===== config.mk =====
export PLATFORM = sky130hd
export DESIGN_NAME = sensor_poll_sequencer
export DESIGN_NICKNAME = d
export VERILOG_FILES = /design/src/rtl/sps_pkg.sv /design/src/rtl/sps_cfg_regs.sv /design/src/rtl/sps_step.sv /design/src/rtl/sensor_poll_sequencer.sv
export SDC_FILE = /design/constraint.sdc
export NUM_CORES = 1
export LEC_CHECK = 0
export BUFFER_PORTS_ARGS = -buffer_cell sky130_fd_sc_hd__clkbuf_2
export CAP_MARGIN = 0
export CORE_ASPECT_RATIO = 1.2
export CORE_MARGIN = 5
export CORE_UTILIZATION = 50
export DETAILED_ROUTE_END_ITERATION = 8
export GPL_TIMING_DRIVEN = 0
export HOLD_SLACK_MARGIN = 0.15
export PLACE_DENSITY = 0.8
export SLEW_MARGIN = 20
export SYNTH_ARGS = -nofsm -noshare
export SYNTH_HDL_FRONTEND = slang
export SYNTH_SLANG_ARGS = --single-unit
export TNS_END_PERCENT = 30

===== constraint.sdc =====
create_clock -name clk -period 5.2 [get_ports clk]
set_clock_uncertainty 0.1 [all_clocks]
set_input_delay 0.26 -clock clk [delete_from_list [all_inputs] [get_ports clk]]
set_output_delay 0.26 -clock clk [all_outputs]
set_load 0.02 [all_outputs]

===== src/rtl/sps_pkg.sv =====
`timescale 1ns / 1ps
`default_nettype none
package sps_pkg;

  localparam int unsigned STATE_W    = 3;
  localparam int unsigned TXN_W      = 3;
  localparam int unsigned ERR_W      = 2;
  localparam int unsigned TIME_W     = 16;
  localparam int unsigned RX_W       = 48;
  localparam int unsigned RAW20_W    = 20;
  localparam int unsigned PAW_W      = 14;
  localparam int unsigned CFG_IDX_W  = 3;
  localparam int unsigned CFG_DATA_W = 20;

  // sequencer state codes
  localparam logic [STATE_W-1:0] ST_STOPPED   = 3'd0;
  localparam logic [STATE_W-1:0] ST_REQ_FLOW  = 3'd2;
  localparam logic [STATE_W-1:0] ST_READ_FLOW = 3'd3;
  localparam logic [STATE_W-1:0] ST_READ_PAW  = 3'd4;
  localparam logic [STATE_W-1:0] ST_BARO_ADDR = 3'd5;
  localparam logic [STATE_W-1:0] ST_BARO_READ = 3'd6;

  // next bus transfer codes
  localparam logic [TXN_W-1:0] TXN_NONE      = 3'd0;
  localparam logic [TXN_W-1:0] TXN_FLOW_REQ  = 3'd1;
  localparam logic [TXN_W-1:0] TXN_FLOW_READ = 3'd2;
  localparam logic [TXN_W-1:0] TXN_PAW_READ  = 3'd3;
  localparam logic [TXN_W-1:0] TXN_BARO_ADDR = 3'd4;
  localparam logic [TXN_W-1:0] TXN_BARO_READ = 3'd5;

  // command and bus error codes
  localparam logic CMD_START = 1'b0;
  localparam logic CMD_DONE  = 1'b1;
  localparam logic [ERR_W-1:0] ERR_NONE = 2'd0;
  localparam logic [ERR_W-1:0] ERR_NACK = 2'd1;

  // configuration register indexes
  localparam logic [CFG_IDX_W-1:0] CFG_PAW_MIN_INTERVAL = 3'd0;
  localparam logic [CFG_IDX_W-1:0] CFG_BARO_PERIOD_MASK = 3'd1;
  localparam logic [CFG_IDX_W-1:0] CFG_PRESS_RAW_MIN    = 3'd2;
  localparam logic [CFG_IDX_W-1:0] CFG_PRESS_RAW_MAX    = 3'd3;
  localparam logic [CFG_IDX_W-1:0] CFG_TEMP_RAW_MIN     = 3'd4;
  localparam logic [CFG_IDX_W-1:0] CFG_TEMP_RAW_MAX     = 3'd5;

  // reset values
  localparam logic [TIME_W-1:0]  PAW_MIN_RESET   = 16'd4700;
  localparam logic [TIME_W-1:0]  BARO_MASK_RESET = 16'h0FFF;
  localparam logic [TIME_W-1:0]  BARO_CNT_RESET  = 16'h0FFF;
  localparam logic [RAW20_W-1:0] RAW_MIN_RESET   = 20'd0;
  localparam logic [RAW20_W-1:0] RAW_MAX_RESET   = 20'd1048560;

  // flow sensor answers all-ones in its first three bytes when it has no data
  localparam logic [23:0] FLOW_EMPTY = 24'hFFFFFF;

  typedef struct packed {
    logic              cmd;
    logic [ERR_W-1:0]  bus_error;
    logic [RX_W-1:0]   rx_data;
    logic [TIME_W-1:0] time_now;
  } in_t;

  typedef struct packed {
    logic [TXN_W-1:0]   next_txn;
    logic               flow_valid;
    logic signed [15:0] flow_value;
    logic [TIME_W-1:0]  flow_dt;
    logic               paw_valid;
    logic [PAW_W-1:0]   paw_raw;
    logic [TIME_W-1:0]  paw_dt;
    logic               press_valid;
    logic [RAW20_W-1:0] press_raw;
    logic               temp_valid;
    logic [RAW20_W-1:0] temp_raw;
  } out_t;

  typedef struct packed {
    logic [TIME_W-1:0]  paw_min_interval;
    logic [TIME_W-1:0]  baro_period_mask;
    logic [RAW20_W-1:0] press_raw_min;
    logic [RAW20_W-1:0] press_raw_max;
    logic [RAW20_W-1:0] temp_raw_min;
    logic [RAW20_W-1:0] temp_raw_max;
  } cfg_t;

  typedef struct packed {
    logic [STATE_W-1:0] state;
    logic [TIME_W-1:0]  last_flow_time;
    logic [TIME_W-1:0]  last_paw_time;
    logic [TIME_W-1:0]  baro_counter;
  } seq_t;

endpackage
`default_nettype wire


===== src/rtl/sps_cfg_regs.sv =====
`timescale 1ns / 1ps
`default_nettype none
module sps_cfg_regs (
  input  wire logic                             clk,
  input  wire logic                             rst,
  input  wire logic                             cfg_we,
  input  wire logic [sps_pkg::CFG_IDX_W-1:0]    cfg_index,
  input  wire logic [sps_pkg::CFG_DATA_W-1:0]   cfg_data,
  output sps_pkg::cfg_t                         cfg
);
  import sps_pkg::*;

  always_ff @(posedge clk) begin
    if (rst) begin
      cfg.paw_min_interval <= PAW_MIN_RESET;
      cfg.baro_period_mask <= BARO_MASK_RESET;
      cfg.press_raw_min    <= RAW_MIN_RESET;
      cfg.press_raw_max    <= RAW_MAX_RESET;
      cfg.temp_raw_min     <= RAW_MIN_RESET;
      cfg.temp_raw_max     <= RAW_MAX_RESET;
    end else if (cfg_we) begin
      case (cfg_index)
        CFG_PAW_MIN_INTERVAL: cfg.paw_min_interval <= cfg_data[TIME_W-1:0];
        CFG_BARO_PERIOD_MASK: cfg.baro_period_mask <= cfg_data[TIME_W-1:0];
        CFG_PRESS_RAW_MIN:    cfg.press_raw_min    <= cfg_data[RAW20_W-1:0];
        CFG_PRESS_RAW_MAX:    cfg.press_raw_max    <= cfg_data[RAW20_W-1:0];
        CFG_TEMP_RAW_MIN:     cfg.temp_raw_min     <= cfg_data[RAW20_W-1:0];
        CFG_TEMP_RAW_MAX:     cfg.temp_raw_max     <= cfg_data[RAW20_W-1:0];
        default: ; // unmapped index, write dropped
      endcase
    end
  end

endmodule
`default_nettype wire


===== src/rtl/sps_step.sv =====
`timescale 1ns / 1ps
`default_nettype none
module sps_step (
  input  wire sps_pkg::in_t  item,
  input  wire sps_pkg::seq_t seq,
  input  wire sps_pkg::cfg_t cfg,
  output sps_pkg::seq_t      seq_next,
  output sps_pkg::out_t      res
);
  import sps_pkg::*;

  logic [TIME_W-1:0]  flow_dt;
  logic [TIME_W-1:0]  paw_dt;
  logic [RAW20_W-1:0] press;
  logic [RAW20_W-1:0] temp;
  logic               flow_empty;
  logic               baro_due;
  logic               nack;
  logic               fatal;

  // flow delta is one short of the modular difference when the timer wrapped
  assign flow_dt = item.time_now - seq.last_flow_time -
                   {{(TIME_W-1){1'b0}}, (item.time_now < seq.last_flow_time)};
  assign paw_dt     = item.time_now - seq.last_paw_time;
  assign press      = item.rx_data[47:28];
  assign temp       = item.rx_data[23:4];
  assign flow_empty = (item.rx_data[47:24] == FLOW_EMPTY);
  assign baro_due   = ((seq.baro_counter & cfg.baro_period_mask) == cfg.baro_period_mask);
  assign nack       = (item.bus_error == ERR_NACK);
  assign fatal      = !(item.bus_error inside {ERR_NONE, ERR_NACK});

  always_comb begin
    seq_next = seq;
    res      = '0;
    if (item.cmd == CMD_START) begin
      seq_next.state = ST_REQ_FLOW;
      res.next_txn   = TXN_FLOW_REQ;
    end else begin
      case (seq.state)
        ST_REQ_FLOW: begin
          if (nack) begin
            res.next_txn = TXN_FLOW_REQ;
          end else if (fatal) begin
            seq_next.state = ST_STOPPED;
          end else begin
            seq_next.state = ST_READ_FLOW;
            res.next_txn   = TXN_FLOW_READ;
          end
        end
        ST_READ_FLOW: begin
          if (nack) begin
            seq_next.state = ST_READ_PAW;
            res.next_txn   = TXN_PAW_READ;
          end else if (fatal) begin
            seq_next.state = ST_STOPPED;
          end else if (!flow_empty) begin
            res.flow_valid          = 1'b1;
            res.flow_value          = $signed(item.rx_data[47:32]);
            res.flow_dt             = flow_dt;
            seq_next.last_flow_time = item.time_now;
            res.next_txn            = TXN_FLOW_READ;
          end else begin
            seq_next.baro_counter = seq.baro_counter + 16'd1;
            if (baro_due) begin
              seq_next.state = ST_BARO_ADDR;
              res.next_txn   = TXN_BARO_ADDR;
            end else begin
              seq_next.state = ST_READ_PAW;
              res.next_txn   = TXN_PAW_READ;
            end
          end
        end
        ST_READ_PAW: begin
          if (nack) begin
            res.next_txn = TXN_PAW_READ;
          end else if (fatal) begin
            seq_next.state = ST_STOPPED;
          end else begin
            // status bits must be clear and the sample not too close to the last
            if (item.rx_data[47:46] == 2'b00 && paw_dt > cfg.paw_min_interval) begin
              res.paw_valid          = 1'b1;
              res.paw_raw            = item.rx_data[45:32];
              res.paw_dt             = paw_dt;
              seq_next.last_paw_time = item.time_now;
            end
            seq_next.state = ST_READ_FLOW;
            res.next_txn   = TXN_FLOW_READ;
          end
        end
        ST_BARO_ADDR: begin
          seq_next.state = ST_BARO_READ;
          res.next_txn   = TXN_BARO_READ;
        end
        ST_BARO_READ: begin
          if (press > cfg.press_raw_min && press < cfg.press_raw_max) begin
            res.press_valid = 1'b1;
            res.press_raw   = press;
          end
          if (temp > cfg.temp_raw_min && temp < cfg.temp_raw_max) begin
            res.temp_valid = 1'b1;
            res.temp_raw   = temp;
          end
          seq_next.state = ST_READ_PAW;
          res.next_txn   = TXN_PAW_READ;
        end
        default: begin
          seq_next.state = ST_STOPPED;
        end
      endcase
    end
  end

endmodule
`default_nettype wire


===== src/rtl/sensor_poll_sequencer.sv =====
`timescale 1ns / 1ps
`default_nettype none
// channel   signals                          payload         direction
// item      item_valid / item_stall          item (in_t)     in
// result    result_valid / result_stall      result (out_t)  out
// config    cfg_we / cfg_index / cfg_data    register write  in
//
// one transaction per clock sustained while result_stall stays low; each item gives exactly one result
// each item passes the input register, then the step logic into the result register
// the step logic is a single pass, and the sequencer state updates with the result
// rst is synchronous: state stopped, both sample times zero, barometer counter 0x0fff
// a stalled result holds the input register; item_stall rises only when both are full
module sensor_poll_sequencer (
  input  wire logic                            clk,
  input  wire logic                            rst,
  input  wire logic                            item_valid,
  output logic                                 item_stall,
  input  wire sps_pkg::in_t                    item,
  output logic                                 result_valid,
  input  wire logic                            result_stall,
  output sps_pkg::out_t                        result,
  input  wire logic                            cfg_we,
  input  wire logic [sps_pkg::CFG_IDX_W-1:0]   cfg_index,
  input  wire logic [sps_pkg::CFG_DATA_W-1:0]  cfg_data
);
  import sps_pkg::*;

  cfg_t  cfg;
  in_t   stage;
  logic  stage_valid;
  seq_t  seq;
  seq_t  seq_next;
  out_t  result_next;
  logic  advance;
  logic  accept;

  // configuration registers
  sps_cfg_regs u_cfg (
    .clk       (clk),
    .rst       (rst),
    .cfg_we    (cfg_we),
    .cfg_index (cfg_index),
    .cfg_data  (cfg_data),
    .cfg       (cfg)
  );

  // step logic: one transaction from the input register into the result register
  sps_step u_step (
    .item     (stage),
    .seq      (seq),
    .cfg      (cfg),
    .seq_next (seq_next),
    .res      (result_next)
  );

  // the input register moves on whenever the result register is free or draining
  assign advance    = stage_valid && (!result_valid || !result_stall);
  assign item_stall = stage_valid && !advance;
  assign accept     = item_valid && !item_stall;

  // input register
  always_ff @(posedge clk) begin
    if (rst) begin
      stage_valid <= 1'b0;
    end else if (accept) begin
      stage_valid <= 1'b1;
    end else if (advance) begin
      stage_valid <= 1'b0;
    end
  end

  always_ff @(posedge clk) begin
    if (accept) begin
      stage <= item;
    end
  end

  // sequencer state, updated together with the result it produced
  always_ff @(posedge clk) begin
    if (rst) begin
      seq.state          <= ST_STOPPED;
      seq.last_flow_time <= '0;
      seq.last_paw_time  <= '0;
      seq.baro_counter   <= BARO_CNT_RESET;
    end else if (advance) begin
      seq <= seq_next;
    end
  end

  // result register
  always_ff @(posedge clk) begin
    if (rst) begin
      result_valid <= 1'b0;
    end else if (advance) begin
      result_valid <= 1'b1;
    end else if (!result_stall) begin
      result_valid <= 1'b0;
    end
  end

  always_ff @(posedge clk) begin
    if (advance) begin
      result <= result_next;
    end
  end

  // a start command always leaves the sequencer requesting flow
  a_start_restarts: assert property (@(posedge clk) disable iff (rst)
    advance && stage.cmd == CMD_START |=> seq.state == ST_REQ_FLOW)
    else $error("start command did not restart the sequence");

  // a flow sample is only ever followed by another flow read
  a_flow_then_read: assert property (@(posedge clk) disable iff (rst)
    result_valid && result.flow_valid |-> result.next_txn == TXN_FLOW_READ)
    else $error("flow sample without a following flow read");

  // barometer samples come only from the barometer read, which leads to a paw read
  a_baro_then_paw: assert property (@(posedge clk) disable iff (rst)
    result_valid && (result.press_valid || result.temp_valid)
      |-> result.next_txn == TXN_PAW_READ)
    else $error("barometer sample outside the barometer read");

  // input side stalls only when a transaction waits in the input register
  a_stall_needs_item: assert property (@(posedge clk) disable iff (rst)
    item_stall |-> stage_valid && result_valid)
    else $error("input stalled with an empty pipeline");

  // value fields are zero when their sample is absent
  a_empty_fields_zero: assert property (@(posedge clk) disable iff (rst)
    result_valid && !result.flow_valid |-> result.flow_value == 0 && result.flow_dt == 0)
    else $error("flow fields set without a flow sample");

endmodule
`default_nettype wire


==> flow_metrics.tcl, run 1 <==
set metrics [dict create \
    status "complete, no violations" \
    start_util_pct 50.5 \
    cp_num_cells 17 \
    fin_area_sq_um 20600 \
    num_rows 73 \
    worstHoldPathType "in2reg" \
    placed_cell_area_sq_um 18500 \
    finalSetupViolCount 0 \
    clkTransAtPathRegs_ns 0.07 \
    power_density_nw_per_um2 300 \
    die_x_um 177 \
    grt_max_degree 28 \
    cts_tree "built" \
    grt_setup_unrepaired "no" \
    cp-start-kind "flip-flop" \
    multi_input_area_sq_um 7350 \
    pre_cts_slack_ns 0.216 \
    max_slew_margin_pct 54.6 \
    vias 13300 \
    syn_inst 1684 \
    drt.antenna.violating_nets 0 \
    grt_util_all_layers_pct 23.1 \
    hold_violations 0 \
    syn_avg_cell_area_sq_um 9.95 \
    hold_depth 5 \
    path_cells "inv_1, ha_1, inv_1, fa_1, a21o_1, a221oi_2, o21bai_1, a221oi_1, o21bai_1, xor2_1, ha_1, nand4_1, nor4b_2, a211oi_2, and2_0, buf_2, nor2b_1" \
    area_growth_pct 23.0 \
    ctsResizeCount 0 \
    cp-end-kind "flip-flop" \
    cp_top_family "compound AO/OA/AOI/OAI gates" \
    ff_latch_area_sq_um 8470 \
    worst_path_largest_cell_delay_ns 0.60 \
    grt_overflow 0 \
    clock-sinks 337 \
    drc 0 \
    place_congestion 0.941 \
    rr_worst_depth 17 \
    async_reset_ff_share_pct 0 \
    top_level_ports 206 \
    crit_fanout 10 \
    irDropWorstVdd_mv 0.226 \
    clock-root-buffer "clkbuf_16" \
    ys_ff_latch 337 \
    worst_slew_pin_slew_ns 0.675 \
    synth_edf_count 172 \
    antenna_found_initial 1 \
    die_h_um 211 \
    period_share_pct 93.8 \
    place_hpwl_um 31300 \
    drive_above_1_share_pct 14.6 \
    grt_pass1_vias 13700 \
    tns_ns 0 \
    setup_ws_ns 0.320 \
    min_period_ns 4.88 \
    dieArea_sq_um 37300 \
    grt_pass1_wl_um 69400 \
    numCtsBuffers 35 \
    hold_ws_ns 0.206 \
    cp.buffers_inverters 3 \
    core_sq_um 33200 \
    cts.htree.levels 2 \
    clock_path_buffers 3 \
    post_drt_via_cell_ratio 5.34 \
    p_leak_nw 8.94 \
    yosysWarnings 0 \
    wire_per_inst_um 17.4 \
    layout.nets 2269 \
    num-fill-cells 2630 \
    max_freq_ghz 0.205 \
    crit_required_ns 5.43 \
    ys_types 71 \
    seq_area_frac_synth_pct 50.6 \
    synth_ff_type "edfxtp_1" \
    crit_slowest_cell "a211oi_2" \
    port_buffers 201 \
    crit_type "reg2reg" \
    routed_wl_um 43500 \
    maxCapViolCount 0 \
    netlist_area_sq_um 16800 \
    worstSkewPairLatency_ns 0.55 \
    dr.pass1.iters 7 \
    drt_iter0_drc 864 \
    syn_nets 1935 \
    cp.arrival_ns 5.11 \
    drv_slew 0 \
]
power by group:
| part | switching [mW] | internal (mW) |
|---|---|---|
| clock | 1.09 | 1.51 |
| sequential | 0.0668 | 2.88 |
| combinational | 0.367 | 0.264 |
stage by stage:
step	cells	utilization, %	power, mW
5_1_grt	2496	62.1	6.40
3_3_place_gp	2335	55.3	3.53
2_1_floorplan	1684	-	3.33
4_1_cts	2493	62.1	6.20
6_report	2496	62.1	6.18
3_5_place_dp	2343	55.9	3.57
layout make-up:
| cell class | count | area share [%] |
|---|---|---|
| well taps | 450 | 2.73 |
| multi-input cells | 1107 | 35.7 |
| diodes | 1 | 0.0121 |
| plain buffers | 63 | 1.36 |
| clock buffers | 48 | 4.79 |
| flip-flops and latches | 337 | 41.1 |
| inverters | 177 | 3.23 |
| repair buffers | 297 | 10.1 |
| clock inverters | 16 | 0.960 |
synthesized netlist by cell type, drive strengths merged (6+ instances only):
master   number  area, sq um
a211o        12          105
a211oi        8         65.1
a21o         33          249
a21oi       129          646
a221oi        6         58.8
a31oi         9         56.3
and2         69          433
and3         32          203
buf          14         95.1
clkbuf       49          185
dfxtp       165         3300
edfxtp      172         5160
ha          153         1910
inv         177          664
mux2i        15          150
nand2       275         1040
nand2b       22          138
nand3        26          160
nand3b       48          360
nand4        27          175
nor2         72          270
nor2b        16          100
nor3         16         80.1
o2111ai       7         61.3
o211ai        6         45.0
o21ai        30          150
o21bai        8         60.1
xnor2        20          175
xor2         18          158
placed cells by master, fill, tap and decap left out, types with 8 or more instances in the layout:
| master | n |
|---|---|
| and3_1 | 30 |
| ha_1 | 153 |
| a21o_1 | 32 |
| mux2i_1 | 15 |
| dlygate4sd3_1 | 86 |
| clkbuf_1 | 57 |
| dfxtp_1 | 165 |
| a31oi_1 | 9 |
| xor2_1 | 18 |
| xnor2_1 | 20 |
| a21oi_1 | 129 |
| clkbuf_2 | 202 |
| nand2_1 | 274 |
| nand4_1 | 26 |
| edfxtp_1 | 172 |
| inv_1 | 177 |
| a211o_1 | 12 |
| nor3_1 | 16 |
| and2_1 | 66 |
| nand3_1 | 23 |
| nand2b_1 | 22 |
| nand3b_1 | 48 |
| nor2_1 | 72 |
| o21ai_0 | 29 |
| nor2b_1 | 15 |
| clkbuf_16 | 37 |
| o21bai_1 | 8 |
worst min-delay path, cell delays in order:
cell and delay (ns):
clkbuf_2 0.12, nor2b_1 0.09, nand2_1 0.20, nand2_1 0.09, nand3b_1 0.07
layer usage:
layer / up-vias / GRT usage, % / part of all wire, %
met3: 123 / 3.61 / 5.8
met2: 421 / 41.2 / 50
met4: 0 / 10.0 / 4.5
met1: 6336 / 27.6 / 40
li1: 6449 / - / -
met5: - / 0 / 0
state kept, by name, indices dropped and copies added, names as in the netlist:
name and count:
u_cfg.cfg 112, result_valid 1, result 109, stage 63, seq 51, stage_valid 1
cells by family after synthesis:
kind of cell	Yosys count	synth area share (%)
adders and majority gates	156	11.8
muxes	15	0.896
AOI/OAI and AO/OA	269	10.0
DFF	337	50.6
buffers and inverters	240	5.64
and+or+nand+nor	629	19.1
xor gates and xnor gates	38	1.99
final timing paths:
path                      start            end  slack (ns)
setup / recovery       stage[0]     result[42]        0.32
hold / removal     cfg_index[1]  u_cfg.cfg[81]        0.21
setup reg to reg       stage[0]     result[42]        0.32
hold reg to reg   u_cfg.cfg[74]  u_cfg.cfg[74]        0.35
timing repair:
action                                 CTS  global route
setup buffers                            0             2
endpoints found under the hold margin  210             0
setup endpoints to repair                0             6
hold buffers                            86             0
Power figures use the tool's default switching activity.
==> run 2, diff against run 1 <==
PLACE_DENSITY = 0.74   (was 0.8)
SLEW_MARGIN = unset   (was 20)
clock period = 4.6 ns   (was 5.2 ns; I/O delays follow)
==> run 2 against run 1 <==
Register-to-register slack worse by 0.13 ns. First-iteration DRC count down 11%. Critical path depth up 1. Largest power group unchanged. Highest routed layer unchanged.
==> flow_metrics.tcl, run 2 (synthesis gave the netlist of run 1 again) <==
set metrics [dict create \
    hold_violations 0 \
    path_cells "inv_1, ha_1, inv_1, fa_1, a21o_1, a221oi_4, o21bai_2, a221oi_2, o21bai_1, xor2_1, ha_1, nand4_1, nor4b_4, buf_4, a211oi_4, buf_4, clkbuf_1, and3_2" \
    min_from "cfg_index[1]" \
    max_freq_ghz 0.227 \
    top_level_ports 206 \
    routed_wl_um 42800 \
    grt_pass1_wl_um 67600 \
    fin_cells 2515 \
    r2r-start "stage[0]" \
    finalPower_mw 6.92 \
    worstSkewPairLatency_ns 0.54 \
    clkTransAtPathRegs_ns 0.06 \
    core_sq_um 33200 \
    crit_slowest_cell "edfxtp_1" \
    start_util_pct 50.5 \
    fin_util_pct 62.6 \
    die_x_um 177 \
    layout.nets 2286 \
    port_buffers 201 \
    cp-end-kind "flip-flop" \
    drv_slew 0 \
    irDropWorstVdd_mv 0.270 \
    grt_overflow 0 \
    numCtsBuffers 36 \
    crit_start "stage[0]" \
    status "complete, no violations" \
    wire_per_inst_um 17.0 \
    cp.arrival_ns 4.72 \
    crit_fanout 10 \
    min_period_ns 4.41 \
    place_hpwl_um 31000 \
    finalSetupViolCount 0 \
    vias 13100 \
    clock-root-buffer "clkbuf_16" \
    drive_above_1_share_pct 15.9 \
    grt_setup_unrepaired "no" \
    antenna_found_initial 2 \
    worst_slew_pin_slew_ns 0.749 \
    top_register "u_cfg.cfg" \
    clock-sinks 337 \
    top_regs "u_cfg.cfg: 112 flops, result: 109 flops, stage: 63 flops" \
    cp.buffers_inverters 5 \
    maxCapViolCount 0 \
    post_drt_via_cell_ratio 5.23 \
    dr.pass1.iters 5 \
    worstHoldPathType "in2reg" \
    area_growth_pct 23.9 \
    r2r_slack_ns 0.19 \
    clock_path_buffers 3 \
    die_h_um 211 \
    crit_type "reg2reg" \
    drc 0 \
    grt_pass1_vias 13400 \
    max_slew_margin_pct 50.1 \
    period_share_pct 96.0 \
    worst_path_largest_cell_delay_ns 0.45 \
    crit_required_ns 4.91 \
    post-place-cells 2341 \
    cts.htree.levels 2 \
    cp-start-kind "flip-flop" \
    p_leak_nw 9.02 \
    num_rows 73 \
    final_common_cell "nand2_1" \
    drt_iter0_drc 769 \
    cp_top_family "compound AO/OA/AOI/OAI gates" \
    cts_tree "built" \
    grt_max_degree 34 \
    layout_common_cells "274 x nand2_1, 204 x clkbuf_2, 177 x inv_1" \
    place_congestion 0.932 \
    power_density_nw_per_um2 334 \
    largest_reg_flops 112 \
    dieArea_sq_um 37300 \
    grt_util_all_layers_pct 22.5 \
    drt.antenna.violating_nets 0 \
]
[run 2: cell types whose count changed in the layout (fill, tap and decap cells not counted), sizes merged]
| cell | delta |
|---|---|
| buf | +16 |
| clkbuf | -4 |
| clkinv | +5 |
| clkinvlp | +3 |
| diode | +1 |
| dlygate4sd3 | +1 |
| inv | -3 |
[run 2: timing repair]
item	in CTS	in global routing
endpoints found under the setup margin	45	40
hold endpoints to repair	207	0
resized for setup	5	14
buffers inserted	7	13
hold buffers	87	0
pin swaps	3	8
[run 2: layer usage]
layer  GRT usage (%)  vias up  wire (um)
li1                -     6496          -
met1            27.3     6185      17900
met2            39.7      366      20900
met3            3.91       97       2210
met4            9.15        0       1730
met5               0        -          0
[run 2: final cells by class]
class                   instances  area (sq um)
repair buffers                314          2170
fillers                      2658         12400
well taps                     450           563
diodes                          2          5.00
plain buffers                  62           288
clock buffers                  45           945
inverters                     177           664
multi-input cells            1107          7420
clock inverters                21           219
flip-flops and latches        337          8470
[run 2: metrics by stage]
stage | area [sq um] | hold WS (ns) | setup WS [ns] | setup TNS, ns
finish | 20700 | 0.197 | 0.186 | 0
global route | 20700 | 0.236 | 0.00862 | 0
CTS | 20600 | 0.177 | 0.0165 | 0
detailed placement | 18500 | 0.309 | -0.370 | -9.23
global placement | 18300 | 0.307 | -0.991 | -76.90
floorplan | 16800 | 0.229 | 0.464 | 0
[run 2: worst paths after layout]
path / end / cells after the start
max: result[70] / 18
min reg2reg: u_cfg.cfg[69] / 2
min: u_cfg.cfg[81] / 5
max reg2reg: result[70] / 18
[run 2: worst reg2reg max path: cells and delay by family, from the launching register on]
family	cells	cell delay [ns]
compound gates	6	1.28
fa+ha+maj	3	0.90
buf+inv	5	0.78
simple gates	3	0.47
flops	1	0.45
xor+xnor	1	0.32
[run 2: where the power goes]
group	switching, mW	internal [mW]	leakage [nW]
registers	0.0740	3.26	3.00
logic	0.422	0.307	5.46
clock network	1.21	1.65	0.564
total	1.71	5.21	9.02
==> run 3, diff against run 2 <==
ABC_AREA = 1   (was unset)
CORE_UTILIZATION = 47   (was 50)
PLACE_DENSITY = 0.71   (was 0.74)
==> run 3 against run 2 <==
Via count is 7.7% higher. Setup slack better by 0.21 ns. Hold slack better by 0.011 ns. Critical path depth is 2 higher. Die area is 6.9% higher. Synthesized cell count is 14% higher. Largest power group unchanged. Largest cell class unchanged. Clock power is 9.1% higher.
==> flow_metrics.tcl, run 3 <==
set metrics [dict create \
    grt_overflow 0 \
    synth_edf_count 172 \
    worst_slew_pin_slew_ns 0.913 \
    fin_area_sq_um 20800 \
    synth_area_leader_cell "edfxtp_1" \
    grt_pass1_vias 14000 \
    top_level_ports 206 \
    grt_setup_unrepaired "no" \
    fin_cells 2762 \
    ys_ff_latch 337 \
    async_reset_ff_share_pct 0 \
    drv_slew 0 \
    final_common_cell "inv_1" \
    irDropWorstVdd_mv 0.296 \
    worstHoldPathType "in2reg" \
    p_sw_mw 1.74 \
    max_slew_margin_pct 39.1 \
    yosysWarnings 0 \
    drt.antenna.violating_nets 0 \
    cp.arrival_ns 4.36 \
    layout_common_cells "309 x inv_1, 299 x nand2_1, 234 x nor2_1" \
    largest_reg_flops 112 \
    yosys.area.top_type_share_pct 30.6 \
    grt_util_all_layers_pct 21.9 \
    start_util_pct 47.2 \
    cp_top_family "simple AND/OR/NAND/NOR gates" \
    postCtsSetupRepairBufs 0 \
    syn_avg_cell_area_sq_um 8.77 \
    num_rows 76 \
    synthTopCellsByCount "310 x inv_1, 299 x nand2_1, 234 x nor2_1, 192 x a21oi_1, 172 x edfxtp_1" \
    cts.htree.levels 2 \
    ys_types 41 \
    place_congestion 0.892 \
    seqPwrFrac_pct 46.4 \
    top_regs "u_cfg.cfg: 112 flops, result: 109 flops, stage: 63 flops" \
    synth_ff_type "edfxtp_1" \
    crit_type "reg2reg" \
    grt_max_degree 64 \
    max_freq_ghz 0.238 \
    clock-sinks 337 \
    tns_ns 0 \
    post-place-cells 2596 \
    drive_above_1_share_pct 13.7 \
    drt_iter0_drc 720 \
    setup_ws_ns 0.392 \
    multi_input_area_sq_um 6990 \
    place_hpwl_um 32900 \
    cp.buffers_inverters 4 \
    crit_fanout 10 \
    dieArea_sq_um 39900 \
    syn_inst 1926 \
    worst_path_largest_cell_delay_ns 0.51 \
    clock-root-buffer "clkbuf_16" \
    maxCapViolCount 0 \
    vias 14200 \
    p_leak_nw 9.67 \
    wire_per_inst_um 16.1 \
    die_h_um 218 \
    crit_required_ns 4.76 \
    grt_pass1_wl_um 70300 \
    synth_area_leaders "edfxtp_1 31%, dfxtp_1 20%, ha_1 11%" \
    routed_wl_um 44500 \
    area_growth_pct 23.1 \
    post_drt_via_cell_ratio 5.12 \
    antenna_found_initial 2 \
    worstSkewPairLatency_ns 0.54 \
    netlist_area_sq_um 16900 \
    ff_latch_area_sq_um 8470 \
    die_x_um 183 \
    power.internal_mw 5.45 \
    yosysMostFrequentCell "inv_1" \
    seq_area_frac_synth_pct 50.1 \
    numCtsBuffers 37 \
    min_period_ns 4.21 \
    layout.nets 2514 \
    crit_slowest_cell "edfxtp_1" \
    cp-start-kind "flip-flop" \
    num-fill-cells 3161 \
    p_clk_share_pct 43.4 \
    path_cells "inv_1, ha_1, inv_1, fa_1, nand3_1, nand2_1, a21boi_0, nand3b_1, nand3_1, nand2_1, inv_1, ha_1, nand2_1, nor2_1, nand2_1, nor2_1, nor2_2, nand2_2, buf_2, nor2_1" \
    core_sq_um 35800 \
    port_buffers 200 \
    finalSetupViolCount 0 \
    pre_cts_slack_ns 0.397 \
    period_share_pct 91.5 \
    status "complete, no violations" \
    hold_violations 0 \
    dr.pass1.iters 5 \
    cts_tree "built" \
    clock_path_buffers 3 \
    power_density_nw_per_um2 346 \
    top_register "u_cfg.cfg" \
    cp_common_cell "nand2_1" \
    cp-end-kind "flip-flop" \
    clkTransAtPathRegs_ns 0.06 \
    p_sw_share_pct 24.2 \
    syn_nets 2177 \
    placed_cell_area_sq_um 18500 \
    power_frac_comb_pct 10.2 \
    drc 0 \
]
-- run 3: changes by cell type after synthesis, moves of 25 or more --
cell      before  now
a21o_1        32    4
a21oi_1      129  192
and2_1        66    3
and3_1        30    0
inv_1        177  310
nand2_1      274  299
nand3_1       23   63
nand3b_1      48    6
nor2_1        72  234
o21ai_0       29  123
-- run 3: final timing paths --
path                 startpoint             to  slack, ns  cells past startpoint
setup / recovery       stage[0]     result[46]       0.39                     20
hold / removal           cfg_we  u_cfg.cfg[96]       0.21                      7
setup reg to reg       stage[0]     result[46]       0.39                     20
hold reg to reg   u_cfg.cfg[82]  u_cfg.cfg[82]       0.35                      2
-- run 3: cell type report --
| cell class | instances | share of cell area (%) |
|---|---|---|
| well taps | 468 | 2.82 |
| repair buffers | 298 | 9.66 |
| plain buffers | 52 | 1.21 |
| clock inverters | 15 | 0.746 |
| flip-flops and latches | 337 | 40.7 |
| inverters | 315 | 5.70 |
| diodes | 2 | 0.0241 |
| clock buffers | 53 | 5.50 |
| multi-input cells | 1222 | 33.6 |
-- run 3: worst register-to-register path: cells and delay by family (launching register included) --
| family | cells | cell delay [ns] |
|---|---|---|
| and+or+nand+nor | 12 | 1.45 |
| adders and majority gates | 3 | 0.85 |
| buffers and inverters | 4 | 0.63 |
| DFF | 1 | 0.51 |
| AOI/OAI and AO/OA | 1 | 0.37 |
-- run 3: what timing repair did --
action,in CTS,in global routing
hold endpoints to repair,176,0
resized for setup,0,0
hold buffers,96,0
-- run 3: power by group through the flow --
| stage | combinational, mW | sequential [mW] | clock, mW |
|---|---|---|---|
| after floorplan | 0.390 | 3.42 | 0 |
| after global placement | 0.637 | 3.40 | 0 |
| after detailed placement | 0.664 | 3.40 | 0 |
| after CTS | 0.732 | 3.33 | 3.18 |
| after global routing | 0.822 | 3.34 | 3.32 |
| final | 0.734 | 3.33 | 3.12 |
-- run 3: layer usage --
layer	up-vias	part of all wire [%]	GRT usage, %
li1	7037	-	-
met1	6640	40	25.9
met2	392	51	40.3
met3	81	5.6	3.55
met4	0	3.0	6.83
met5	-	0	0
-- run 3: per-stage QoR --
step	utilization (%)	hold slack [ns]	total power [mW]
final	58.2	0.208	7.19
after global routing	58.2	0.258	7.49
after CTS	58.1	0.161	7.24
after detailed placement	51.8	0.309	4.06
after global placement	51.7	0.307	4.04
after floorplan	-	0.229	3.81
-- run 3: logic make-up after synthesis --
group	synth area share [%]
xor+xnor	1.19
fa+ha+maj	11.7
simple gates	16.6
compound gates	11.9
buf+inv	8.49
flops	50.1
